==> src/rtl/core/add_months_end_of_month_date_core_macros.svh <==
// ----------------------------------------------------------------------------
// Assertion macros for the add-months date core
// Shared immediate-style wrappers around concurrent assertions.
// ----------------------------------------------------------------------------
`ifndef ADD_MONTHS_END_OF_MONTH_DATE_CORE_MACROS_SVH
`define ADD_MONTHS_END_OF_MONTH_DATE_CORE_MACROS_SVH

// Whenever the condition holds, the consequence must hold in the same cycle.
`define AMED_ASSERT_IMP(label, clk, rstn, ante, cons, msg) \
    label: assert property (@(posedge clk) disable iff (!rstn) (ante) |-> (cons)) \
        else $error(msg);

// The expression must never be true.
`define AMED_ASSERT_NEVER(label, clk, rstn, expr, msg) \
    label: assert property (@(posedge clk) disable iff (!rstn) !(expr)) \
        else $error(msg);

`endif

==> src/rtl/core/amed_pkg.sv <==
// ----------------------------------------------------------------------------
// Add-months date core package
// Shared types, calendar tables and constants of the date pipeline.
// ----------------------------------------------------------------------------
`timescale 1ns / 1ps

package amed_pkg;

    // Days in one 400-year Gregorian cycle.
    localparam logic [17:0] ERA_DAYS = 18'd146097;

    // Exact reciprocal of 365 and of 1460 for 18-bit dividends.
    localparam logic [18:0] RECIP_365 = 19'd367720;

    localparam logic [31:0] POS_INF = 32'h7FFF_FFFF;
    localparam logic [31:0] NEG_INF = 32'h8000_0001;

    typedef struct packed {
        logic        inf;
        logic        inf_neg;
        logic        at_end;
        logic [4:0]  day;
        logic [32:0] midx;
    } split_t;

    typedef struct packed {
        logic               inf;
        logic               inf_neg;
        logic [8:0]         yoe;
        logic signed [20:0] era;
        logic [4:0]         day;
        logic [3:0]         mp;
    } shift_t;

    // First day of month mp in a year that starts in March.
    function automatic logic [8:0] month_start(input logic [3:0] mp);
        logic [8:0] r;
        case (mp)
            4'd0:    r = 9'd0;
            4'd1:    r = 9'd31;
            4'd2:    r = 9'd61;
            4'd3:    r = 9'd92;
            4'd4:    r = 9'd122;
            4'd5:    r = 9'd153;
            4'd6:    r = 9'd184;
            4'd7:    r = 9'd214;
            4'd8:    r = 9'd245;
            4'd9:    r = 9'd275;
            4'd10:   r = 9'd306;
            4'd11:   r = 9'd337;
            default: r = 9'd0;
        endcase
        return r;
    endfunction

    // Leap test for a year given modulo 400, in the range 0 to 400.
    function automatic logic is_leap400(input logic [8:0] y);
        return (y[1:0] == 2'd0) && !(y inside {9'd100, 9'd200, 9'd300});
    endfunction

    function automatic logic [4:0] month_len(input logic [3:0] m, input logic leap);
        logic [4:0] r;
        if (m == 4'd2) begin
            r = leap ? 5'd29 : 5'd28;
        end else if (m inside {4'd4, 4'd6, 4'd9, 4'd11}) begin
            r = 5'd30;
        end else begin
            r = 5'd31;
        end
        return r;
    endfunction

    // Days from the start of the era to March 1 of year yoe of the era.
    function automatic logic [17:0] yoe_days(input logic [8:0] yoe);
        logic [1:0] cent;
        cent = 2'(yoe >= 9'd100) + 2'(yoe >= 9'd200) + 2'(yoe >= 9'd300);
        return 18'(yoe) * 18'd365 + 18'(yoe[8:2]) - 18'(cent);
    endfunction

endpackage

==> src/rtl/core/amed_join.sv <==
// ----------------------------------------------------------------------------
// Date join pipeline
// Converts the target date back to a day count and checks its range.
// ----------------------------------------------------------------------------
`timescale 1ns / 1ps

module amed_join import amed_pkg::*; (
    input  logic        aclk,
    input  logic        aresetn,
    input  logic        in_valid,
    output logic        in_ready,
    input  shift_t      in_data,
    output logic        out_valid,
    input  logic        out_ready,
    output logic [31:0] result_date,
    output logic        range_error
);

    localparam int NSTG = 3;
    localparam logic signed [38:0] ERA_DAYS_W  = 39'sd146097;
    localparam logic signed [38:0] EPOCH_SHIFT = 39'sd719468;
    localparam logic signed [38:0] RES_LO      = -39'sd2147483647;
    localparam logic signed [38:0] RES_HI      = 39'sd2147483647;

    logic [NSTG-1:0] vld_reg;
    logic [NSTG-1:0] vld_next;
    logic [NSTG-1:0] en;

    logic [1:0] flg_reg [NSTG-1];

    logic [17:0]        doe1_reg, doe1_next;
    logic signed [38:0] eprod1_reg, eprod1_next;
    logic signed [38:0] res2_reg, res2_next;
    logic [31:0]        date3_reg, date3_next;
    logic               err3_reg, err3_next;

    always_comb begin
        en[NSTG-1] = !vld_reg[NSTG-1] || out_ready;
        for (int i = NSTG - 2; i >= 0; i--) begin
            en[i] = !vld_reg[i] || en[i+1];
        end
        vld_next = {vld_reg[NSTG-2:0], in_valid};
    end

    assign in_ready  = en[0];
    assign out_valid = vld_reg[NSTG-1];

    always_ff @(posedge aclk) begin
        if (!aresetn) begin
            vld_reg <= '0;
        end else begin
            for (int i = 0; i < NSTG; i++) begin
                if (en[i]) begin
                    vld_reg[i] <= vld_next[i];
                end
            end
        end
    end

    always_comb begin
        doe1_next = yoe_days(in_data.yoe) + 18'(month_start(in_data.mp))
                  + 18'(in_data.day) - 18'd1;
        eprod1_next = 39'($signed(in_data.era)) * ERA_DAYS_W;

        res2_next = eprod1_reg + $signed({21'b0, doe1_reg}) - EPOCH_SHIFT;

        if (flg_reg[1][1]) begin
            date3_next = flg_reg[1][0] ? NEG_INF : POS_INF;
            err3_next  = 1'b0;
        end else if ((res2_reg <= RES_LO) || (res2_reg >= RES_HI)) begin
            date3_next = 32'd0;
            err3_next  = 1'b1;
        end else begin
            date3_next = res2_reg[31:0];
            err3_next  = 1'b0;
        end
    end

    always_ff @(posedge aclk) begin
        if (en[0]) begin
            flg_reg[0] <= {in_data.inf, in_data.inf_neg};
            doe1_reg   <= doe1_next;
            eprod1_reg <= eprod1_next;
        end
        if (en[1]) begin
            flg_reg[1] <= flg_reg[0];
            res2_reg   <= res2_next;
        end
        if (en[2]) begin
            date3_reg <= date3_next;
            err3_reg  <= err3_next;
        end
    end

    assign result_date = date3_reg;
    assign range_error = err3_reg;

endmodule

==> config.mk <==
export PLATFORM = sky130hd
export DESIGN_NAME = amed_join
export DESIGN_NICKNAME = d
export VERILOG_FILES = /design/src/rtl/core/add_months_end_of_month_date_core_macros.svh /design/src/rtl/core/amed_pkg.sv /design/src/rtl/core/amed_join.sv
export SDC_FILE = /design/constraint.sdc
export NUM_CORES = 1
export LEC_CHECK = 0
export ABC_AREA = 1
export BUFFER_PORTS_ARGS = -buffer_cell sky130_fd_sc_hd__buf_2
export CAP_MARGIN = 40
export CELL_PAD_IN_SITES_DETAIL_PLACEMENT = 1
export CELL_PAD_IN_SITES_GLOBAL_PLACEMENT = 1
export CORE_ASPECT_RATIO = 1.25
export CORE_MARGIN = 5
export CORE_UTILIZATION = 47
export CTS_CLUSTER_DIAMETER = 120
export DETAILED_ROUTE_END_ITERATION = 16
export PLACE_DENSITY = 0.79
export REMOVE_ABC_BUFFERS = 1
export SLEW_MARGIN = 20
export SYNTH_ARGS = -nofsm -noshare
export SYNTH_HDL_FRONTEND = slang
export SYNTH_SLANG_ARGS = --single-unit
==> constraint.sdc <==
create_clock -name aclk -period 12.4 [get_ports aclk]
set_input_delay 0 -clock aclk [delete_from_list [all_inputs] [get_ports aclk]]
set_output_delay 0 -clock aclk [all_outputs]
set_load 0.02 [all_outputs]
==> results.py <==
metrics = {
    "floorplanning": {
        "die_area_um2": 44200,
        "horizontal_die_dimension_um": 189,
        "floorplan.io_pins": 80,
        "placementRows": 82,
        "core_area_um2": 39800,
        "floorplan.initialDensity_pct": 47.3,
        "chipHeight_um": 234,
    },
    "sta": {
        "report.final.setup_viol": 0,
        "final-hold-violation-count": 0,
        "worst_clock_skew_ns": 0.0132,
        "setup_total_negative_slack_ns": 0,
        "timing_max_transition_violations_final": 0,
        "fin_crit_sh_pct": 41.6,
        "max_freq_mhz": 194,
        "timing_worst_slew_pin_value_ns": 0.739,
        "maxSlewHeadroom_pct": 50.7,
        "rsz0062_at_grt": "no",
        "final_period_minus_worst_setup_slack_ns": 5.16,
    },
    "logic_synthesis": {
        "synthesis.yosys.warnings": 0,
        "synth.largest_area_cell": "sky130_fd_sc_hd__edfxtp_1",
        "area_share_of_the_largest_cell_type_after_synthesis_pct": 21.2,
        "post-synth-top-count-cell": "sky130_fd_sc_hd__inv_1",
        "netlist-cell-type-count": 39,
        "postSynthRegisterBits": 136,
        "ys_dominant_reg_cell": "sky130_fd_sc_hd__edfxtp_1",
        "seq_area_frac_synth_pct": 21.5,
        "syn_area_um2": 18800,
        "synth.top_cells.by_count": "604 x sky130_fd_sc_hd__inv_1, 515 x sky130_fd_sc_hd__nand2_1, 306 x sky130_fd_sc_hd__ha_1",
        "synth_top_cells_by_area": "sky130_fd_sc_hd__edfxtp_1 21%, sky130_fd_sc_hd__ha_1 20%, sky130_fd_sc_hd__fa_1 19%, sky130_fd_sc_hd__inv_1 12%, sky130_fd_sc_hd__nand2_1 10%",
        "synth.avg_cell_area_um2": 8.12,
        "synth_edf_count": 133,
        "post_synth_inst_count": 2318,
        "postSynth.asyncResetShare_pct": 0,
    },
    "drt": {
        "postRouteAntennaNets": 0,
        "route.top_layer_used": "met4",
        "drt-initial-drc-count": 506,
        "detail_route.wl_per_cell_um": 17.3,
        "drt-vias-per-instance": 5.19,
        "via_count": 15200,
        "detail_route.drc_violations": 0,
        "routed_wl_um": 50600,
        "met1_length_um": 19200,
        "met3_length_um": 1260,
        "met2RoutedLength_um": 27800,
        "detail_route.first_pass.iterations": 5,
    },
    "layout": {
        "area.growth.synth_to_final_pct": 8.81,
        "n_antenna_cell": 0,
        "final-instance-count-excl-fill": 2935,
        "multiInputGateArea_um2": 12400,
        "fillCellCount": 4947,
        "nNetsFinal": 2950,
        "layout.area.seq_um2": 4050,
        "drive_above_1_share_pct": 5.27,
    },
    "critical_path": {
        "reg2reg_setup_slack_ns": 9.38,
        "startpoint_of_the_worst_slack_reg_to_reg_timing_path": "eprod1_reg[1]",
        "cp.arrival_ns": 5.35,
        "worst_r2r_endpoint": "res2_reg[21]",
        "critical_path_peak_fanout": 5,
        "worstSetupEndpointType": "flip-flop",
        "kind_of_critical_path": "input port to flip-flop",
        "data_required_time_of_the_critical_path_ns": 12.59,
        "timing.reg2reg.worst_path_depth": 11,
        "critPathLaunchType": "input port",
    },
    "cts": {
        "cts.root.buffer_cell": "sky130_fd_sc_hd__clkbuf_16",
        "clk_latency_ns": 0.43,
        "cts-htree-levels": 4,
        "cts_inserted_buffers": 17,
        "post_cts_buffers": 0,
        "cts_tree": "yes",
        "cts-resized-gates": 0,
        "cts_hold_buf": 8,
        "clk_buf_depth": 2,
        "numClockSinks": 136,
        "cts.clk_slew.worst_paths_ns": 0.07,
    },
    "status": {
        "status": "finished clean",
    },
    "grt": {
        "number_of_global_route_vias_before_repair": 17200,
        "grt_antenna_before_repair": 1,
        "globalRouteTotalUtil_pct": 23.8,
        "maximum_number_of_pins_on_one_net_before_global_route_repair": 57,
        "wire_length_of_the_first_global_routing_pass_um": 83600,
        "globalRoute.totalOverflow": 0,
    },
    "place": {
        "gp_congestion": 0.909,
        "numPortBuffers": 79,
        "numPlacedInstances": 2894,
        "detail_placement_hpwl_um": 44400,
    },
    "min_path": {
        "whs_endpoint": "doe1_reg[0]",
        "worst_hold_path_type": "input port to flip-flop",
        "hold_path_cells": 3,
        "worst_hold_startpoint": "in_data[30]",
    },
    "run": {
        "drv_cap": 0,
    },
}
cells in the final DEF (no fill, tap or decap), types with 4 or more instances in the layout:
master,count
sky130_fd_sc_hd__inv_1,604
sky130_fd_sc_hd__nand2_1,514
sky130_fd_sc_hd__ha_1,306
sky130_fd_sc_hd__fa_1,181
sky130_fd_sc_hd__nor2_1,162
sky130_fd_sc_hd__edfxtp_1,133
sky130_fd_sc_hd__a21oi_1,89
sky130_fd_sc_hd__nand3_1,86
sky130_fd_sc_hd__buf_2,79
sky130_fd_sc_hd__o21ai_0,76
sky130_fd_sc_hd__xor2_1,47
sky130_fd_sc_hd__nor3_1,19
sky130_fd_sc_hd__clkbuf_16,17
sky130_fd_sc_hd__nand4_1,16
sky130_fd_sc_hd__xnor2_1,15
sky130_fd_sc_hd__o21bai_1,12
sky130_fd_sc_hd__dlygate4sd3_1,8
sky130_fd_sc_hd__a21o_1,6
sky130_fd_sc_hd__o21a_1,5
sky130_fd_sc_hd__or2_2,4
sky130_fd_sc_hd__nand3b_1,4
sky130_fd_sc_hd__inv_6,4
sky130_fd_sc_hd__clkinv_2,4
sky130_fd_sc_hd__buf_4,4
critical path, stage by stage:
cell and delay, ns:
sky130_fd_sc_hd__buf_2 0.14, sky130_fd_sc_hd__inv_1 0.11, sky130_fd_sc_hd__ha_1 0.26, sky130_fd_sc_hd__a21oi_1 0.23
sky130_fd_sc_hd__o21ai_0 0.12, sky130_fd_sc_hd__o21ai_0 0.11, sky130_fd_sc_hd__fa_1 0.46, sky130_fd_sc_hd__ha_1 0.29
sky130_fd_sc_hd__ha_1 0.32, sky130_fd_sc_hd__ha_1 0.31, sky130_fd_sc_hd__fa_1 0.57, sky130_fd_sc_hd__inv_1 0.07
sky130_fd_sc_hd__fa_1 0.53, sky130_fd_sc_hd__inv_1 0.04, sky130_fd_sc_hd__ha_1 0.22, sky130_fd_sc_hd__fa_1 0.41
sky130_fd_sc_hd__nand3_1 0.11, sky130_fd_sc_hd__nand2_1 0.13, sky130_fd_sc_hd__a21boi_0 0.48, sky130_fd_sc_hd__nor3_1 0.16
sky130_fd_sc_hd__nand2_1 0.13, sky130_fd_sc_hd__nand2_1 0.06, sky130_fd_sc_hd__nand2_1 0.06, sky130_fd_sc_hd__nand2_1 0.04
routing by layer:
layer,global-route usage (%),vias to the layer above
li1,-,7366
met1,25.0,7443
met2,47.5,295
met3,2.27,128
met4,10.4,0
met5,0,-
final cells by class:
| type | count | share of cell area (%) |
|---|---|---|
| clock buffers | 19 | 2.21 |
| clock inverters | 13 | 0.581 |
| inverters | 606 | 11.1 |
| multi-input cells | 1565 | 60.7 |
| flip-flops and latches | 136 | 19.8 |
| well taps | 504 | 3.08 |
| repair buffers | 92 | 2.52 |
worst max path at each step:
stage / startpoint / end / slack [ns]
2_1_floorplan: in_data[0] / doe1_reg[17] / 7.69
3_3_place_gp: in_data[0] / doe1_reg[11] / 7.22
3_5_place_dp: in_data[0] / doe1_reg[16] / 6.95
4_1_cts: in_data[0] / doe1_reg[16] / 7.31
5_1_grt: in_data[2] / doe1_reg[11] / 7.02
6_report: in_data[0] / doe1_reg[16] / 7.24
metrics by stage:
step / cell area [um^2] / util (%) / hold WS [ns] / setup slack, ns
CTS: 20500 / 51.4 / 0.0407 / 7.31
floorplan: 18700 / - / 0.0989 / 7.69
global route: 20500 / 51.4 / 0.0578 / 7.02
detailed placement: 19800 / 49.8 / 0.179 / 6.95
finish: 20500 / 51.4 / 0.0761 / 7.24
global placement: 19800 / 49.8 / 0.179 / 7.22
cell families after synthesis:
| logic type | count (synthesis) | synth area share (%) |
|---|---|---|
| compound gates | 201 | 5.83 |
| simple gates | 812 | 17.4 |
| fa+ha+maj | 487 | 39.6 |
| xor+xnor | 65 | 3.21 |
| buf+inv | 617 | 12.4 |
| flops | 136 | 21.5 |
Power is not shown: default switching activity piles up to over one toggle a cycle in this logic, so the estimate is an artifact.
