File: config.mk
export PLATFORM = sky130hd
export DESIGN_NAME = amed_split
export DESIGN_NICKNAME = d
export VERILOG_FILES = /design/src/rtl/core/add_months_end_of_month_date_core_macros.svh /design/src/rtl/core/amed_pkg.sv /design/src/rtl/core/amed_split.sv
export SDC_FILE = /design/constraint.sdc
export NUM_CORES = 2
export LEC_CHECK = 0
export BUFFER_PORTS_ARGS = -buffer_cell sky130_fd_sc_hd__buf_2
export CORE_MARGIN = 8
export CORE_UTILIZATION = 35
export DETAILED_ROUTE_END_ITERATION = 8
export PLACE_DENSITY = 0.51
export SYNTH_ARGS = -nofsm -noshare
export SYNTH_HDL_FRONTEND = slang
export SYNTH_SLANG_ARGS = --single-unit
export TNS_END_PERCENT = 1
File: constraint.sdc
create_clock -name aclk -period 8.7 [get_ports aclk]
set_input_delay 1.305 -clock aclk [delete_from_list [all_inputs] [get_ports aclk]]
set_output_delay 1.305 -clock aclk [all_outputs]
set_load 0.01 [all_outputs]
File: src/rtl/core/add_months_end_of_month_date_core_macros.svh
// ----------------------------------------------------------------------------
// Assertion macros for the add-months date core
// Shared immediate-style wrappers around concurrent assertions.
// ----------------------------------------------------------------------------
`ifndef ADD_MONTHS_END_OF_MONTH_DATE_CORE_MACROS_SVH
`define ADD_MONTHS_END_OF_MONTH_DATE_CORE_MACROS_SVH

// Whenever the condition holds, the consequence must hold in the same cycle.
`define AMED_ASSERT_IMP(label, clk, rstn, ante, cons, msg) \
    label: assert property (@(posedge clk) disable iff (!rstn) (ante) |-> (cons)) \
        else $error(msg);

// The expression must never be true.
`define AMED_ASSERT_NEVER(label, clk, rstn, expr, msg) \
    label: assert property (@(posedge clk) disable iff (!rstn) !(expr)) \
        else $error(msg);

`endif

File: src/rtl/core/amed_pkg.sv
// ----------------------------------------------------------------------------
// Add-months date core package
// Shared types, calendar tables and constants of the date pipeline.
// ----------------------------------------------------------------------------
`timescale 1ns / 1ps

package amed_pkg;

    // Days in one 400-year Gregorian cycle.
    localparam logic [17:0] ERA_DAYS = 18'd146097;

    // Exact reciprocal of 365 and of 1460 for 18-bit dividends.
    localparam logic [18:0] RECIP_365 = 19'd367720;

    localparam logic [31:0] POS_INF = 32'h7FFF_FFFF;
    localparam logic [31:0] NEG_INF = 32'h8000_0001;

    typedef struct packed {
        logic        inf;
        logic        inf_neg;
        logic        at_end;
        logic [4:0]  day;
        logic [32:0] midx;
    } split_t;

    typedef struct packed {
        logic               inf;
        logic               inf_neg;
        logic [8:0]         yoe;
        logic signed [20:0] era;
        logic [4:0]         day;
        logic [3:0]         mp;
    } shift_t;

    // First day of month mp in a year that starts in March.
    function automatic logic [8:0] month_start(input logic [3:0] mp);
        logic [8:0] r;
        case (mp)
            4'd0:    r = 9'd0;
            4'd1:    r = 9'd31;
            4'd2:    r = 9'd61;
            4'd3:    r = 9'd92;
            4'd4:    r = 9'd122;
            4'd5:    r = 9'd153;
            4'd6:    r = 9'd184;
            4'd7:    r = 9'd214;
            4'd8:    r = 9'd245;
            4'd9:    r = 9'd275;
            4'd10:   r = 9'd306;
            4'd11:   r = 9'd337;
            default: r = 9'd0;
        endcase
        return r;
    endfunction

    // Leap test for a year given modulo 400, in the range 0 to 400.
    function automatic logic is_leap400(input logic [8:0] y);
        return (y[1:0] == 2'd0) && !(y inside {9'd100, 9'd200, 9'd300});
    endfunction

    function automatic logic [4:0] month_len(input logic [3:0] m, input logic leap);
        logic [4:0] r;
        if (m == 4'd2) begin
            r = leap ? 5'd29 : 5'd28;
        end else if (m inside {4'd4, 4'd6, 4'd9, 4'd11}) begin
            r = 5'd30;
        end else begin
            r = 5'd31;
        end
        return r;
    endfunction

    // Days from the start of the era to March 1 of year yoe of the era.
    function automatic logic [17:0] yoe_days(input logic [8:0] yoe);
        logic [1:0] cent;
        cent = 2'(yoe >= 9'd100) + 2'(yoe >= 9'd200) + 2'(yoe >= 9'd300);
        return 18'(yoe) * 18'd365 + 18'(yoe[8:2]) - 18'(cent);
    endfunction

endpackage

File: src/rtl/core/amed_split.sv
// ----------------------------------------------------------------------------
// Date split pipeline
// Breaks a day count into year, month and day and forms the biased month index.
// ----------------------------------------------------------------------------
`timescale 1ns / 1ps

module amed_split import amed_pkg::*; (
    input  logic               aclk,
    input  logic               aresetn,
    input  logic               in_valid,
    output logic               in_ready,
    input  logic signed [31:0] base_date,
    input  logic signed [31:0] month_offset,
    output logic               out_valid,
    input  logic               out_ready,
    output split_t             out_data
);

    localparam int NSTG = 10;
    // Shifts the day count so the era quotient is never negative.
    localparam logic [33:0] Z_BIAS    = 34'd2148345368;
    localparam logic [15:0] ERA_BIAS  = 16'd14700;
    localparam logic [29:0] RECIP_ERA = 30'd963315388;
    localparam logic [11:0] RECIP_153 = 12'd3427;
    localparam logic [17:0] CENT_DAYS = 18'd36524;
    localparam logic [33:0] IDX_BIAS  = 34'd2400000000;

    logic [NSTG-1:0] vld_reg;
    logic [NSTG-1:0] vld_next;
    logic [NSTG-1:0] en;

    logic [1:0]         flg_reg [NSTG];
    logic signed [31:0] offs_reg [NSTG-1];

    logic [32:0]        zb1_reg, zb1_next, zb2_reg;
    logic [14:0]        qe2_reg, qe2_next, qe3_reg;
    logic [18:0]        rem3_reg, rem3_next;
    logic [17:0]        doe4_reg, doe4_next, doe5_reg, doe6_reg;
    logic signed [15:0] era4_reg, era4_next, era5_reg, era6_reg;
    logic [17:0]        t5_reg, t5_next;
    logic [8:0]         yoe6_reg, yoe6_next, yoe7_reg, yoe8_reg;
    logic [8:0]         doy7_reg, doy7_next, doy8_reg;
    logic signed [23:0] ybase7_reg, ybase7_next, ybase8_reg;
    logic [3:0]         mp8_reg, mp8_next;
    logic [4:0]         d9_reg, d9_next, d10_reg;
    logic [3:0]         m9_reg, m9_next;
    logic signed [23:0] y9_reg, y9_next;
    logic [8:0]         yl9_reg, yl9_next;
    logic               at_end10_reg, at_end10_next;
    logic [32:0]        idx10_reg, idx10_next;

    always_comb begin
        en[NSTG-1] = !vld_reg[NSTG-1] || out_ready;
        for (int i = NSTG - 2; i >= 0; i--) begin
            en[i] = !vld_reg[i] || en[i+1];
        end
        vld_next = {vld_reg[NSTG-2:0], in_valid};
    end

    assign in_ready  = en[0];
    assign out_valid = vld_reg[NSTG-1];

    always_ff @(posedge aclk) begin
        if (!aresetn) begin
            vld_reg <= '0;
        end else begin
            for (int i = 0; i < NSTG; i++) begin
                if (en[i]) begin
                    vld_reg[i] <= vld_next[i];
                end
            end
        end
    end

    always_comb begin
        logic [33:0] zsum;
        logic [55:0] p2;
        logic [33:0] r3;
        logic [14:0] q4;
        logic [36:0] p5;
        logic [7:0]  a5;
        logic [2:0]  b5;
        logic [36:0] p6;
        logic [10:0] n8;
        logic [22:0] p8;
        logic        lt3;
        logic [33:0] s10;

        zsum    = 34'(base_date) + Z_BIAS;
        zb1_next = zsum[32:0];

        p2       = 56'(zb1_reg[32:7]) * 56'(RECIP_ERA);
        qe2_next = p2[54:40];

        r3        = {1'b0, zb2_reg} - 34'(qe2_reg) * 34'(ERA_DAYS);
        rem3_next = r3[18:0];

        if (rem3_reg >= 19'(ERA_DAYS)) begin
            doe4_next = 18'(rem3_reg - 19'(ERA_DAYS));
            q4        = qe3_reg + 15'd1;
        end else begin
            doe4_next = rem3_reg[17:0];
            q4        = qe3_reg;
        end
        era4_next = 16'({1'b0, q4} - ERA_BIAS);

        p5 = 37'(doe4_reg) * 37'(RECIP_365);
        a5 = p5[36:29];
        b5 = 3'(doe4_reg >= CENT_DAYS) + 3'(doe4_reg >= 18'(2 * CENT_DAYS))
           + 3'(doe4_reg >= 18'(3 * CENT_DAYS)) + 3'(doe4_reg >= 18'(4 * CENT_DAYS));
        t5_next = doe4_reg - 18'(a5) + 18'(b5) - 18'(doe4_reg == 18'(4 * CENT_DAYS));

        p6        = 37'(t5_reg) * 37'(RECIP_365);
        yoe6_next = p6[35:27];

        doy7_next   = 9'(doe6_reg - yoe_days(yoe6_reg));
        ybase7_next = 24'(era6_reg) * 24'sd400 + 24'(yoe6_reg);

        n8       = 11'(doy7_reg) * 11'd5 + 11'd2;
        p8       = 23'(n8) * 23'(RECIP_153);
        mp8_next = p8[22:19];

        lt3      = (mp8_reg >= 4'd10);
        d9_next  = 5'(doy8_reg - month_start(mp8_reg) + 9'd1);
        m9_next  = lt3 ? mp8_reg - 4'd9 : mp8_reg + 4'd3;
        y9_next  = ybase8_reg + 24'(lt3);
        yl9_next = yoe8_reg + 9'(lt3);

        at_end10_next = (d9_reg == month_len(m9_reg, is_leap400(yl9_reg)));
        s10 = (34'(y9_reg) << 3) + (34'(y9_reg) << 2) + 34'(m9_reg) - 34'd1
            + 34'(offs_reg[NSTG-2]) + IDX_BIAS;
        idx10_next = s10[32:0];
    end

    always_ff @(posedge aclk) begin
        if (en[0]) begin
            flg_reg[0]  <= {(base_date == $signed(POS_INF)) || (base_date == $signed(NEG_INF)),
                            base_date[31]};
            offs_reg[0] <= month_offset;
            zb1_reg     <= zb1_next;
        end
        for (int i = 1; i < NSTG; i++) begin
            if (en[i]) begin
                flg_reg[i] <= flg_reg[i-1];
            end
        end
        for (int i = 1; i < NSTG - 1; i++) begin
            if (en[i]) begin
                offs_reg[i] <= offs_reg[i-1];
            end
        end
        if (en[1]) begin
            zb2_reg <= zb1_reg;
            qe2_reg <= qe2_next;
        end
        if (en[2]) begin
            rem3_reg <= rem3_next;
            qe3_reg  <= qe2_reg;
        end
        if (en[3]) begin
            doe4_reg <= doe4_next;
            era4_reg <= era4_next;
        end
        if (en[4]) begin
            doe5_reg <= doe4_reg;
            era5_reg <= era4_reg;
            t5_reg   <= t5_next;
        end
        if (en[5]) begin
            doe6_reg <= doe5_reg;
            era6_reg <= era5_reg;
            yoe6_reg <= yoe6_next;
        end
        if (en[6]) begin
            doy7_reg   <= doy7_next;
            yoe7_reg   <= yoe6_reg;
            ybase7_reg <= ybase7_next;
        end
        if (en[7]) begin
            doy8_reg   <= doy7_reg;
            yoe8_reg   <= yoe7_reg;
            ybase8_reg <= ybase7_reg;
            mp8_reg    <= mp8_next;
        end
        if (en[8]) begin
            d9_reg  <= d9_next;
            m9_reg  <= m9_next;
            y9_reg  <= y9_next;
            yl9_reg <= yl9_next;
        end
        if (en[9]) begin
            at_end10_reg <= at_end10_next;
            d10_reg      <= d9_reg;
            idx10_reg    <= idx10_next;
        end
    end

    always_comb begin
        out_data.inf     = flg_reg[NSTG-1][1];
        out_data.inf_neg = flg_reg[NSTG-1][0];
        out_data.at_end  = at_end10_reg;
        out_data.day     = d10_reg;
        out_data.midx    = idx10_reg;
    end

endmodule

==> metrics.csv <==
stage,metric,value,unit
status,status,"finished, final reports clean",
final_layout,final_cells,7379,
timing,finalHoldViolCount,0,
clocking,clkTransAtPathRegs,60,ps
routing,drtAntennaViolNets,0,
routing,route.detailed.drc,0,
setup_path,r2r_slack,320,ps
yosys,synth_cells,4842,
flow_run,cap_violations,0,
timing,fin_worst_skew,40.77,ps
die,rows,151,
final_layout,largest_reg_flops,288,
min_path,whs_endpoint,ybase8_reg[7],
yosys,ys_seq_area_share,34.69,%
routing,drt_wl_total,127900,µm
setup_path,crit_type,reg2reg,
yosys,synth_seq_cells,688,
setup_path,cp.arrival,8780,ps
timing,tightest_slew,1027,ps
routing,drt-initial-drc-count,1444,
final_layout,syn2layout_area_growth,11.12,%
setup_path,cp.required,9100,ps
clocking,cts_tree,done,
clocking,cts_buffers,77,
global_routing,use_met2,25.46,%
setup_path,slowest_stage,fa_1,
die,dieArea,182300,µm²
setup_path,ff2ff_path_depth,29,
routing,viasPerCell,4.577,
global_routing,grt_pass1_wl,203000,µm
yosys,synth_fp_nets,6576,
global_routing,top_usage_layer,met2,
die,coreArea,168500,µm²
routing,post_drt_wl_per_cell,17.33,µm
yosys,async_flop_share,0,%
setup_path,end_kind,flip-flop,
global_routing,track_usage,14.21,%
min_path,worst_hold_startpoint,ybase7_reg[7],
timing,slew_headroom,31.56,%
final_layout,fin_nets,6835,
timing,slew_violations,0,
global_routing,grt_max_degree,73,
yosys,synth-edff-count,673,
min_path,min_path_cells,0,
die,io_pins,111,
yosys,syn_area,59120,µm²
timing,timing.fmax,119.4,MHz
final_layout,post-route-util,38.98,%
placement,dp_hpwl,106400,µm
setup_path,r2r_start,doe4_reg[6],
setup_path,critPathLaunch,doe4_reg[6],
yosys,synthFlopType,edfxtp_1,
final_layout,drive_above_1_share,6.786,%
die,die_h,427.0,µm
timing,final-setup-viol-count,0,
placement,port-buffer-count,110,
setup_path,r2r_end,t5_reg[11],
setup_path,cpPeakStageDelay,540,ps
routing,vias,33770,
clocking,postCtsHoldBufs,0,
final_layout,fillers,16330,
setup_path,critPathLaunchType,flip-flop,
timing,period_share,96.30,%
global_routing,antenna_found_initial,10,
global_routing,met3_usage,1.782,%
clocking,root_buffer,clkbuf_16,
min_path,holdCritPathClass,reg2reg,
setup_path,worstPathMaxFanout,4,
routing,first_pass_iters,6,
clocking,clkLatencyLatePin,670,ps
global_routing,overflow,0,
clocking,clock-sinks,688,
die,start_util,35.08,%
clocking,clock_path_buffers,3,
yosys,avgSynthCellArea,12.21,µm²
timing,final.min_clock_period,8378,ps
yosys,ys_warn_count,0,
die,fp.dieW,427.0,µm
yosys,synth.distinct_cells,77,
clocking,cts_max_level,3,
placement,gp_congestion,0.8996,
global_routing,grt_pass1_vias,36150,
placement,dp_cells,7230,
timing,rsz0062_at_grt,no,
global_routing,globalRouteMet1Util,18.41,%
setup_path,cp_common_cell,fa_1,
==> worst max-delay path: cells and delay by family, from the launching register on <==
| family | cells | cell delay (ps) |
|---|---|---|
| adders and majority gates | 10 | 4660 |
| buffers and inverters | 5 | 380 |
| and+or+nand+nor | 4 | 1200 |
| xor gates and xnor gates | 2 | 230 |
| DFF | 1 | 450 |
| AOI/OAI and AO/OA | 8 | 1180 |
==> layout by cell type, fill, tap and decap left out, types with 34 or more instances in the layout <==
cell type and instances:
a21o_1 64, a21oi_1 125, buf_2 110, buf_4 81, clkbuf_16 77, edfxtp_1 673
fa_1 664, ha_1 1002, inv_1 1194, nand2_1 108, nand3_1 64, nand4_1 34
nor2_1 112, nor3_1 54, o21ai_0 70, xnor2_1 190, xor2_1 75
==> worst max path at each step <==
stage	end	cells after the start
6_report	t5_reg[11]	29
2_1_floorplan	t5_reg[11]	30
5_1_grt	t5_reg[17]	30
3_3_place_gp	t5_reg[16]	35
4_1_cts	t5_reg[16]	32
3_5_place_dp	t5_reg[16]	35
==> synth_stat cells (9+ instances only) <==
cell	instances	share of area (%)
a211oi_1	17	0.22
a21boi_0	9	0.11
a21o_1	64	0.81
a21oi_1	128	1.1
a31oi_1	14	0.15
and2_1	9	0.095
and3_1	24	0.25
clkbuf_1	10	0.063
dfxtp_1	15	0.51
edfxtp_1	673	34
fa_1	664	22
ha_1	1002	21
inv_1	1198	7.6
nand2_1	112	0.71
nand2b_1	19	0.20
nand3_1	66	0.56
nand4_1	34	0.36
nor2_1	113	0.72
nor2b_1	21	0.22
nor3_1	54	0.46
nor4_1	20	0.21
o211ai_1	17	0.22
o21a_1	28	0.36
o21ai_0	76	0.64
o21bai_1	17	0.22
o31ai_1	13	0.17
or2_2	10	0.11
or3_1	21	0.22
or4_1	9	0.11
xnor2_1	191	2.8
xor2_1	76	1.1
==> through the flow <==
step	cell area [µm²]	hold slack, ps	TNS, ps	setup WS, ps
floorplan	59120	400.3	0	460.8
global placement	63020	400.8	0	8.602
detailed placement	63020	404.5	-135.3	-131.9
finish	65700	395.8	0	321.9
global route	65690	413.9	0	2.758
CTS	65560	384.6	0	0.1972
==> area by class of cell <==
class / count / area [µm²] / area share, %
clock inverters: 40 / 525.5 / 0.7999
multi-input cells: 2943 / 34190 / 52.04
flip-flops and latches: 688 / 20510 / 31.22
repair buffers: 192 / 1179 / 1.794
well taps: 2218 / 2775 / 4.224
diodes: 3 / 7.507 / 0.01143
inverters: 1199 / 4503 / 6.854
clock buffers: 96 / 2008 / 3.057
==> per-layer routing <==
metal | vias to the layer above | part of all wire [%]
met5 | - | 0.043
met4 | 8 | 1.7
met3 | 117 | 3.1
met2 | 397 | 50
met1 | 16700 | 45
li1 | 16550 | -
==> cell families after synthesis <==
group | count (synthesis) | synth area share (%)
adders and majority gates | 1667 | 43.70
AOI/OAI and AO/OA | 460 | 5.132
muxes | 8 | 0.1460
and+or+nand+nor | 540 | 4.641
DFF | 688 | 34.69
buffers and inverters | 1211 | 7.695
xor gates and xnor gates | 268 | 3.993
==> timing repair <==
item | CTS | global route
pin swaps | 0 | 6
resized for setup | 2 | 21
buffers inserted | 1 | 9
setup endpoints to repair | 3 | 9
Power is not shown: default switching activity piles up to over one toggle a cycle in this logic, so the estimate is an artifact.
