==> config.mk <==
export PLATFORM = sky130hd
export DESIGN_NAME = amed_shift
export DESIGN_NICKNAME = d
export VERILOG_FILES = /design/src/rtl/core/add_months_end_of_month_date_core_macros.svh /design/src/rtl/core/amed_pkg.sv /design/src/rtl/core/amed_shift.sv
export SDC_FILE = /design/constraint.sdc
export NUM_CORES = 1
export LEC_CHECK = 0
export BUFFER_PORTS_ARGS = -buffer_cell sky130_fd_sc_hd__buf_2
export CELL_PAD_IN_SITES_DETAIL_PLACEMENT = 1
export CELL_PAD_IN_SITES_GLOBAL_PLACEMENT = 1
export CORE_MARGIN = 2
export CORE_UTILIZATION = 41
export DETAILED_ROUTE_END_ITERATION = 7
export HOLD_SLACK_MARGIN = 0.15
export PLACE_DENSITY_LB_ADDON = 0.2
export SYNTH_ARGS = -nofsm -noshare
export SYNTH_HDL_FRONTEND = slang
export SYNTH_SLANG_ARGS = --single-unit
==> constraint.sdc <==
create_clock -name aclk -period 8.1 [get_ports aclk]
set_input_delay 1.215 -clock aclk [delete_from_list [all_inputs] [get_ports aclk]]
set_output_delay 1.215 -clock aclk [all_outputs]
set_load 0.005 [all_outputs]
==> src/rtl/core/add_months_end_of_month_date_core_macros.svh <==
// ----------------------------------------------------------------------------
// Assertion macros for the add-months date core
// Shared immediate-style wrappers around concurrent assertions.
// ----------------------------------------------------------------------------
`ifndef ADD_MONTHS_END_OF_MONTH_DATE_CORE_MACROS_SVH
`define ADD_MONTHS_END_OF_MONTH_DATE_CORE_MACROS_SVH

// Whenever the condition holds, the consequence must hold in the same cycle.
`define AMED_ASSERT_IMP(label, clk, rstn, ante, cons, msg) \
    label: assert property (@(posedge clk) disable iff (!rstn) (ante) |-> (cons)) \
        else $error(msg);

// The expression must never be true.
`define AMED_ASSERT_NEVER(label, clk, rstn, expr, msg) \
    label: assert property (@(posedge clk) disable iff (!rstn) !(expr)) \
        else $error(msg);

`endif

==> src/rtl/core/amed_pkg.sv <==
// ----------------------------------------------------------------------------
// Add-months date core package
// Shared types, calendar tables and constants of the date pipeline.
// ----------------------------------------------------------------------------
`timescale 1ns / 1ps

package amed_pkg;

    // Days in one 400-year Gregorian cycle.
    localparam logic [17:0] ERA_DAYS = 18'd146097;

    // Exact reciprocal of 365 and of 1460 for 18-bit dividends.
    localparam logic [18:0] RECIP_365 = 19'd367720;

    localparam logic [31:0] POS_INF = 32'h7FFF_FFFF;
    localparam logic [31:0] NEG_INF = 32'h8000_0001;

    typedef struct packed {
        logic        inf;
        logic        inf_neg;
        logic        at_end;
        logic [4:0]  day;
        logic [32:0] midx;
    } split_t;

    typedef struct packed {
        logic               inf;
        logic               inf_neg;
        logic [8:0]         yoe;
        logic signed [20:0] era;
        logic [4:0]         day;
        logic [3:0]         mp;
    } shift_t;

    // First day of month mp in a year that starts in March.
    function automatic logic [8:0] month_start(input logic [3:0] mp);
        logic [8:0] r;
        case (mp)
            4'd0:    r = 9'd0;
            4'd1:    r = 9'd31;
            4'd2:    r = 9'd61;
            4'd3:    r = 9'd92;
            4'd4:    r = 9'd122;
            4'd5:    r = 9'd153;
            4'd6:    r = 9'd184;
            4'd7:    r = 9'd214;
            4'd8:    r = 9'd245;
            4'd9:    r = 9'd275;
            4'd10:   r = 9'd306;
            4'd11:   r = 9'd337;
            default: r = 9'd0;
        endcase
        return r;
    endfunction

    // Leap test for a year given modulo 400, in the range 0 to 400.
    function automatic logic is_leap400(input logic [8:0] y);
        return (y[1:0] == 2'd0) && !(y inside {9'd100, 9'd200, 9'd300});
    endfunction

    function automatic logic [4:0] month_len(input logic [3:0] m, input logic leap);
        logic [4:0] r;
        if (m == 4'd2) begin
            r = leap ? 5'd29 : 5'd28;
        end else if (m inside {4'd4, 4'd6, 4'd9, 4'd11}) begin
            r = 5'd30;
        end else begin
            r = 5'd31;
        end
        return r;
    endfunction

    // Days from the start of the era to March 1 of year yoe of the era.
    function automatic logic [17:0] yoe_days(input logic [8:0] yoe);
        logic [1:0] cent;
        cent = 2'(yoe >= 9'd100) + 2'(yoe >= 9'd200) + 2'(yoe >= 9'd300);
        return 18'(yoe) * 18'd365 + 18'(yoe[8:2]) - 18'(cent);
    endfunction

endpackage

==> src/rtl/core/amed_shift.sv <==
// ----------------------------------------------------------------------------
// Month shift pipeline
// Splits the month index into target year and month and clamps the day.
// ----------------------------------------------------------------------------
`timescale 1ns / 1ps

module amed_shift import amed_pkg::*; (
    input  logic   aclk,
    input  logic   aresetn,
    input  logic   in_valid,
    output logic   in_ready,
    input  split_t in_data,
    output logic   out_valid,
    input  logic   out_ready,
    output shift_t out_data
);

    localparam int NSTG = 5;
    localparam logic [31:0] RECIP_3   = 32'd2863311531;
    localparam logic [25:0] RECIP_25  = 26'd42949673;
    // Moves the March-based year so that the 400-year quotient is never negative.
    localparam logic [29:0] Y400_BIAS = 30'd9715200;
    localparam logic [20:0] ERA_BIAS  = 21'd524288;

    logic [NSTG-1:0] vld_reg;
    logic [NSTG-1:0] vld_next;
    logic [NSTG-1:0] en;

    logic [1:0] flg_reg [NSTG];
    logic       end_reg [NSTG-1];
    logic [4:0] day_reg [NSTG-1];

    logic [29:0]        q1_reg, q1_next;
    logic [3:0]         ilo1_reg;
    logic [3:0]         nm2_reg, nm2_next, nm3_reg, nm4_reg;
    logic [29:0]        yb2_reg, yb2_next;
    logic [19:0]        q3_reg, q3_next;
    logic [8:0]         yblo3_reg;
    logic [8:0]         yoe4_reg, yoe4_next, yoe5_reg;
    logic signed [20:0] era4_reg, era4_next, era5_reg;
    logic [4:0]         nd5_reg, nd5_next;
    logic [3:0]         mp5_reg, mp5_next;

    always_comb begin
        en[NSTG-1] = !vld_reg[NSTG-1] || out_ready;
        for (int i = NSTG - 2; i >= 0; i--) begin
            en[i] = !vld_reg[i] || en[i+1];
        end
        vld_next = {vld_reg[NSTG-2:0], in_valid};
    end

    assign in_ready  = en[0];
    assign out_valid = vld_reg[NSTG-1];

    always_ff @(posedge aclk) begin
        if (!aresetn) begin
            vld_reg <= '0;
        end else begin
            for (int i = 0; i < NSTG; i++) begin
                if (en[i]) begin
                    vld_reg[i] <= vld_next[i];
                end
            end
        end
    end

    always_comb begin
        logic [62:0] p1;
        logic [3:0]  nm0;
        logic        lt3;
        logic [50:0] p3;
        logic [4:0]  tlen;

        p1      = 63'(in_data.midx[32:2]) * 63'(RECIP_3);
        q1_next = p1[62:33];

        nm0      = ilo1_reg - 4'(q1_reg * 30'd12);
        lt3      = (nm0 < 4'd2);
        nm2_next = nm0 + 4'd1;
        yb2_next = q1_reg + Y400_BIAS - 30'(lt3);

        p3      = 51'(yb2_reg[28:4]) * 51'(RECIP_25);
        q3_next = p3[49:30];

        yoe4_next = yblo3_reg - 9'(q3_reg * 20'd400);
        era4_next = 21'({1'b0, q3_reg} - ERA_BIAS);

        tlen = month_len(nm4_reg, is_leap400(yoe4_reg + 9'd1));
        if (end_reg[3] || (day_reg[3] > tlen)) begin
            nd5_next = tlen;
        end else begin
            nd5_next = day_reg[3];
        end
        mp5_next = (nm4_reg >= 4'd3) ? nm4_reg - 4'd3 : nm4_reg + 4'd9;
    end

    always_ff @(posedge aclk) begin
        if (en[0]) begin
            flg_reg[0] <= {in_data.inf, in_data.inf_neg};
            end_reg[0] <= in_data.at_end;
            day_reg[0] <= in_data.day;
            q1_reg     <= q1_next;
            ilo1_reg   <= in_data.midx[3:0];
        end
        for (int i = 1; i < NSTG; i++) begin
            if (en[i]) begin
                flg_reg[i] <= flg_reg[i-1];
            end
        end
        for (int i = 1; i < NSTG - 1; i++) begin
            if (en[i]) begin
                end_reg[i] <= end_reg[i-1];
                day_reg[i] <= day_reg[i-1];
            end
        end
        if (en[1]) begin
            nm2_reg <= nm2_next;
            yb2_reg <= yb2_next;
        end
        if (en[2]) begin
            nm3_reg   <= nm2_reg;
            q3_reg    <= q3_next;
            yblo3_reg <= yb2_reg[8:0];
        end
        if (en[3]) begin
            nm4_reg  <= nm3_reg;
            yoe4_reg <= yoe4_next;
            era4_reg <= era4_next;
        end
        if (en[4]) begin
            yoe5_reg <= yoe4_reg;
            era5_reg <= era4_reg;
            nd5_reg  <= nd5_next;
            mp5_reg  <= mp5_next;
        end
    end

    always_comb begin
        out_data.inf     = flg_reg[NSTG-1][1];
        out_data.inf_neg = flg_reg[NSTG-1][0];
        out_data.yoe     = yoe5_reg;
        out_data.era     = era5_reg;
        out_data.day     = nd5_reg;
        out_data.mp      = mp5_reg;
    end

endmodule

==> results of run 1 <==
## cell usage after synthesis (all sizes together) (4+ instances only)
library cell / instances
a211oi: 10
a21o: 54
a21oi: 89
a31oi: 6
and3: 10
dfxtp: 5
edfxtp: 204
fa: 441
ha: 587
inv: 707
nand2: 46
nand2b: 6
nand3: 23
nand4: 11
nor2: 41
nor2b: 15
nor3: 13
nor3b: 4
o21a: 6
o21ai: 37
o21bai: 16
o311ai: 4
o31ai: 6
or2: 9
xnor2: 77
xor2: 33
## critical path, cell delays in order
cell and delay, ps:
buf_2 120, ha_1 310, inv_1 90, fa_1 460
fa_1 490, fa_1 550, inv_1 170, fa_1 570
inv_1 50, fa_1 480, inv_1 60, fa_1 440
fa_1 490, ha_1 330, a21oi_1 250, inv_1 80
o31ai_1 610, a2111oi_0 180, nor3_1 250, buf_4 180
o22ai_1 110, nor2_2 200, nor2b_1 90, a41oi_1 250
xnor2_1 100
## final timing paths
path                          startpoint                      to
setup reg to reg    yb2_reg[8]$_DFFE_PP_    q3_reg[11]$_DFFE_PP_
hold / removal    era4_reg[10]$_DFFE_PP_  era5_reg[10]$_DFFE_PP_
hold reg to reg   era4_reg[10]$_DFFE_PP_  era5_reg[10]$_DFFE_PP_
setup / recovery              in_data[9]    q1_reg[14]$_DFFE_PP_
## layer usage
metal / track usage, % / vias to the layer above
met1: 23.2 / 9260
met3: 1.07 / 71
met4: 4.32 / 0
li1: - / 8610
met2: 40.4 / 178
met5: 0 / -
## through the flow
stage          instances  hold slack [ps]  util (%)
4_1_cts             3717              412      46.1
6_report            3718              418      46.1
3_5_place_dp        3675              405      45.0
5_1_grt             3717              418      46.1
2_1_floorplan       2518              400         -
3_3_place_gp        3675              401      45.0
## placed cells by master, fill, tap and decap left out, types with 3 or more instances in the layout
cell type  netlist  layout
a211oi_1         8       7
a211oi_2         2       3
a21boi_0         3       3
a21o_1          54      54
a21oi_1         88      88
a31oi_1          6       6
a41oi_1          3       3
and3_1          10      10
buf_2            0      87
buf_4            3     134
clkbuf_16        0      23
clkinv_1         0       5
clkinv_2         0       7
dfxtp_1          5       5
edfxtp_1       204     204
fa_1           441     441
ha_1           587     587
inv_1          707     707
nand2_1         46      44
nand2b_1         6       6
nand3_1         23      22
nand3b_1         3       3
nand4_1         11      11
nor2_1          41      40
nor2b_1         15      15
nor3_1          12      12
nor3b_1          4       4
nor4_1           3       3
o21a_1           6       6
o21ai_0         31      31
o21ai_1          5       5
o21bai_1        16      16
o221ai_1         3       3
o31ai_1          4       4
or2_2            9       9
or3_1            3       3
or4_1            3       3
xnor2_1         77      77
xor2_1          33      33
## what timing repair did
action	in CTS	in global routing
resized for setup	0	2
setup endpoints to repair	0	4
hold endpoints to repair	0	0
## cell type report
cell class / instances / area [um2] / area share [%]
inverters: 707 / 2650 / 8.25
diodes: 1 / 2.50 / 0.00778
clock buffers: 25 / 583 / 1.81
repair buffers: 223 / 1480 / 4.60
clock inverters: 17 / 149 / 0.463
well taps: 940 / 1180 / 3.66
multi-input cells: 1596 / 19900 / 61.9
flip-flops and latches: 209 / 6230 / 19.3
## cell families after synthesis
logic type | Yosys count
xor gates and xnor gates | 110
DFF | 209
AOI/OAI and AO/OA | 259
and+or+nand+nor | 197
adders and majority gates | 1028
muxes | 2
buffers and inverters | 713
==> metrics.md, run 1 <==
| Metric | Value |
|---|---|
| Compound-Gate Fraction of Synth Area | 6.00% |
| Initial Util | 41.3% |
| Synth top area cells | fa_1, ha_1, edfxtp_1 |
| Syn nets | 3,591 |
| CTS tree | done |
| Initial DRC count | 470 |
| Unrepaired setup endpoints after global routing | no |
| Post-Route M1 WL | 27,800 um |
| Setup TNS | 0 ps |
| Placement Setup Slack | -517 ps |
| Num CTS Buffers | 23 |
| Run status | complete, no violations |
| Synth top area share | 30.7% |
| # port buffers | 87 |
| Clock Sinks | 209 |
| Max cap viols | 0 |
| Core area | 0.0698 mm2 |
| Wire length on met3 | 1050 um |
| Flop2flop setup slack | 630 ps |
| Clock transition at path regs | 60 ps |
| Clock buffer depth | 3 |
| Synth warnings | 0 |
| Gr ovfl total | 0 |
| Die Wd | 269 um |
| Gpl congestion | 0.958 |
| Post-synth ARST share | 0% |
| H-tree level count | 1 |
| Post-synth EDFFs | 204 |
| Syn-to-layout area delta | 11.7% |
| DR DRC count | 0 |
| Setup Viol. Count Final | 0 |
| Die area | 0.0724 mm2 |
| Vias in the first global route | 21,250 |
| Setup Skew | 8.50 ps |
| Clock root buffer | clkbuf_16 |
| Share of layout cells above drive strength 1 | 10.3% |
| Pin count of the biggest net entering global routing | 44 |
| Critical path class | input pin to flip-flop |
| Synth Flop Type | edfxtp_1 |
| Count of cell types in the netlist | 66 |
| Main combinational cell family by area after synthesis | adder cells |
| Syn avg cell area | 11.4 um2 |
| Vias/cell | 4.87 |
| Global Route Usage Sum | 20.1% |
| Drt first pass iters | 6 |
| Std-Cell Rows | 97 |
| Worst Path Required | 8380 ps |
| DR WL met2 | 39,400 um |
| Worst skew pair latency | 530 ps |
| HP Class | flip-flop to flip-flop |
| Placed instance area | 0.0314 mm2 |
| Synth Register Bits | 209 |
| First-pass GRT wire length | 113,000 um |
| Mapped Cells | 2,518 |
| CP Capture Type | flip-flop |
| R2R cell count | 21 |
| Final ANT Viol Nets | 0 |
| Max-slew violations | 0 |
| Fillers | 7,569 |
| WL/cell | 18.7 um |
| Hold path depth | 0 |
| Xor-xnor portion of the synthesized cell area | 3.35% |
| Max Clk Rate | 127 MHz |
| Crit path DAT | 8130 ps |
| Post-Synth Simple-Gate Area | 3.48% |
| DPL Wire Length | 63,300 um |
| Hold Buf Count CTS | 0 |
| Top routing layer in use | met4 |
| Setup WS post-layout | 243 ps |
| Slew @ Worst Pin | 1060 ps |
| Nets | 3,833 |
| I/O pins | 88 |
| Initial antenna violation count | 0 |
| Final Hold Violating Endpoints | 0 |
| Mux cell area share after synthesis | 0.0739% |
| Crit path time final | 7860 ps |
| Tcrit/Tclk final | 97.0% |
| Adder-Cell Fraction of Synth Area | 56.2% |
| Die H | 269 um |
| Cell taking the most area after synthesis | fa_1 |
| Relative slew slack | 29.5% |
| Synthesized area | 0.0288 mm2 |
| Startpoint Class | input pin |
| DR vias | 18,119 |
| Register area share after synthesis | 21.6% |
| Crit-path max FO | 4 |
| Final wirelength | 69,700 um |
| Setup bufs post-CTS | 0 |
| Fin area | 0.0322 mm2 |
Power of run 1 is not shown: default switching activity piles up to over one toggle a cycle in this logic, so the estimate is an artifact.
==> inputs of run 2 (changes only) <==
--- a/config.mk
+++ b/config.mk
@@ -9,9 +9,10 @@
 export CELL_PAD_IN_SITES_DETAIL_PLACEMENT = 1
 export CELL_PAD_IN_SITES_GLOBAL_PLACEMENT = 1
 export CORE_MARGIN = 2
-export CORE_UTILIZATION = 41
+export CORE_UTILIZATION = 45
 export DETAILED_ROUTE_END_ITERATION = 7
 export HOLD_SLACK_MARGIN = 0.15
+export MAX_ROUTING_LAYER = met4
 export PLACE_DENSITY_LB_ADDON = 0.2
 export SYNTH_ARGS = -nofsm -noshare
 export SYNTH_HDL_FRONTEND = slang
==> metrics.md, run 2 (synthesis gave the netlist of run 1 again) <==
| Metric | Value |
|---|---|
| Run status | complete, no violations (unchanged) |
| Vias in the first global route | 21,601 (was 21,250) |
| Dpl cells | 3,552 (was 3,675) |
| Crit-path max FO | 4 (unchanged) |
| Nets | 3,803 (was 3,833) |
| Core area | 0.0632 mm2 (was 0.0698 mm2) |
| Worst skew pair latency | 530 ps (about the same) |
| Die H | 257 um (was 269 um) |
| Hold path depth | 0 (unchanged) |
| DR DRC count | 0 (unchanged) |
| DR WL met2 | 38,300 um (was 39,400 um) |
| H-tree level count | 1 (unchanged) |
| Max Clk Rate | 128 MHz (was 127 MHz) |
| Final wirelength | 69,800 um (was 69,700 um) |
| Clock root buffer | clkbuf_16 (unchanged) |
| ANT cells | 0 (was 1) |
| Max-slew violations | 0 (unchanged) |
| Top routing layer in use | met4 (unchanged) |
| Max cap viols | 0 (unchanged) |
| Setup WS post-layout | 302 ps (was 243 ps) |
| CP Capture Type | flip-flop (unchanged) |
| Initial Util | 45.6% (was 41.3%) |
| Vias/cell | 5.07 (was 4.87) |
| Startpoint Class | input pin (unchanged) |
| Pin count of the biggest net entering global routing | 44 (unchanged) |
| Global Route Usage Sum | 22.5% (was 20.1%) |
| CTS resizes | 2 (was 0) |
| Setup Skew | 24.6 ps (was 8.50 ps) |
| Unrepaired setup endpoints after global routing | no (unchanged) |
| Tcrit/Tclk final | 96.3% (was 97.0%) |
| Setup TNS | 0 ps (unchanged) |
| Gpl congestion | 0.977 (was 0.958) |
| Share of layout cells above drive strength 1 | 9.33% (was 10.3%) |
| Layout Cells excl Fill | 3,591 (was 3,718) |
| Core Util, Final | 50.4% (was 46.1%) |
| # port buffers | 87 (unchanged) |
| Crit path time final | 7800 ps (was 7860 ps) |
| Most common cell after layout, fill and taps aside | inv_1 (unchanged) |
| Placement Setup Slack | -683 ps (was -517 ps) |
| Drt first pass iters | 6 (unchanged) |
| Syn-to-layout area delta | 10.5% (was 11.7%) |
| Clock Sinks | 209 (unchanged) |
| Clock transition at path regs | 60 ps (about the same) |
| HP Class | flip-flop to flip-flop (unchanged) |
| Initial DRC count | 478 (was 470) |
| Post-Route M1 WL | 27,200 um (was 27,800 um) |
| Gr ovfl total | 0 (unchanged) |
| DPL Wire Length | 62,500 um (was 63,300 um) |
| Final ANT Viol Nets | 0 (unchanged) |
| Worst Path Required | 8350 ps (was 8380 ps) |
| Setup Viol. Count Final | 0 (unchanged) |
| Std-Cell Rows | 92 (was 97) |
| Final Hold Violating Endpoints | 0 (unchanged) |
| Hold Buf Count CTS | 0 (unchanged) |
| Die area | 0.0660 mm2 (was 0.0724 mm2) |
| First-pass GRT wire length | 113,000 um (about the same) |
| Clock buffer depth | 3 (unchanged) |
| Setup bufs post-CTS | 0 (unchanged) |
| Crit path DAT | 8050 ps (was 8130 ps) |
| Relative slew slack | 30.4% (was 29.5%) |
| DR vias | 18,196 (was 18,119) |
| I/O pins | 88 (unchanged) |
| Initial antenna violation count | 1 (was 0) |
| Slew @ Worst Pin | 1040 ps (was 1060 ps) |
| Most frequent cells in the layout | inv_1, ha_1, fa_1 (unchanged) |
| Critical path class | input pin to flip-flop (unchanged) |
| Wire length on met3 | 1610 um (was 1050 um) |
| WL/cell | 19.4 um (was 18.7 um) |
| Die Wd | 257 um (was 269 um) |
| CTS tree | done (unchanged) |
| Num CTS Buffers | 22 (was 23) |
| R2R cell count | 21 (unchanged) |
-- run 2: cell count changes in the layout (fill, tap and decap cells not counted), moves of 2 or more --
cell and delta:
buf_4 -29, clkinv_2 -3, nor3_1 -2, nor3_2 +2
-- run 2: area by class of cell --
class / count / area (um2)
Fill cell: 6731 / 31400
Sequential cell: 209 / 6230
Tap cell: 846 / 1060
Clock buffer: 25 / 562
Timing Repair Buffer: 194 / 1260
Inverter: 707 / 2650
Multi-Input combinational cell: 1596 / 19900
Clock inverter: 14 / 134
-- run 2: per-stage QoR --
step	hold slack (ps)	cell area, um2
after floorplan	400	28800
after global routing	421	31800
final	418	31800
after detailed placement	406	31100
after CTS	418	31800
after global placement	401	31100
-- run 2: metal layers --
layer	vias up	GRT usage, %
met5	-	-
met4	0	7.85
met3	125	1.64
met2	271	42.9
met1	9264	24.4
li1	8536	-
-- run 2: worst max-delay path, cell delays in order --
cell      delay, ps
buf_2           140
ha_1            310
inv_1            70
fa_1            440
fa_1            480
fa_1            570
inv_1           170
fa_1            560
inv_1            50
fa_1            510
inv_1            70
fa_1            430
fa_1            480
ha_1            330
a21oi_1         270
nand2_1         210
a211oi_4        330
a211oi_1        150
nor3_2          190
buf_4           150
o21ai_2          70
o31ai_4         330
o21ai_1         170
a21o_1          200
xor2_1          150
-- run 2: path summary, 6_finish.rpt --
path                      startpoint                 endpoint  slack (ps)
max                       in_data[9]     q1_reg[20]$_DFFE_PP_         300
min          flg_reg[0][3]$_DFFE_PP_  flg_reg[0][5]$_DFFE_PP_         420
max reg2reg     yb2_reg[8]$_DFFE_PP_     q3_reg[19]$_DFFE_PP_         590
min reg2reg  flg_reg[0][3]$_DFFE_PP_  flg_reg[0][5]$_DFFE_PP_         420
Power of run 2 is left out for the same reason.
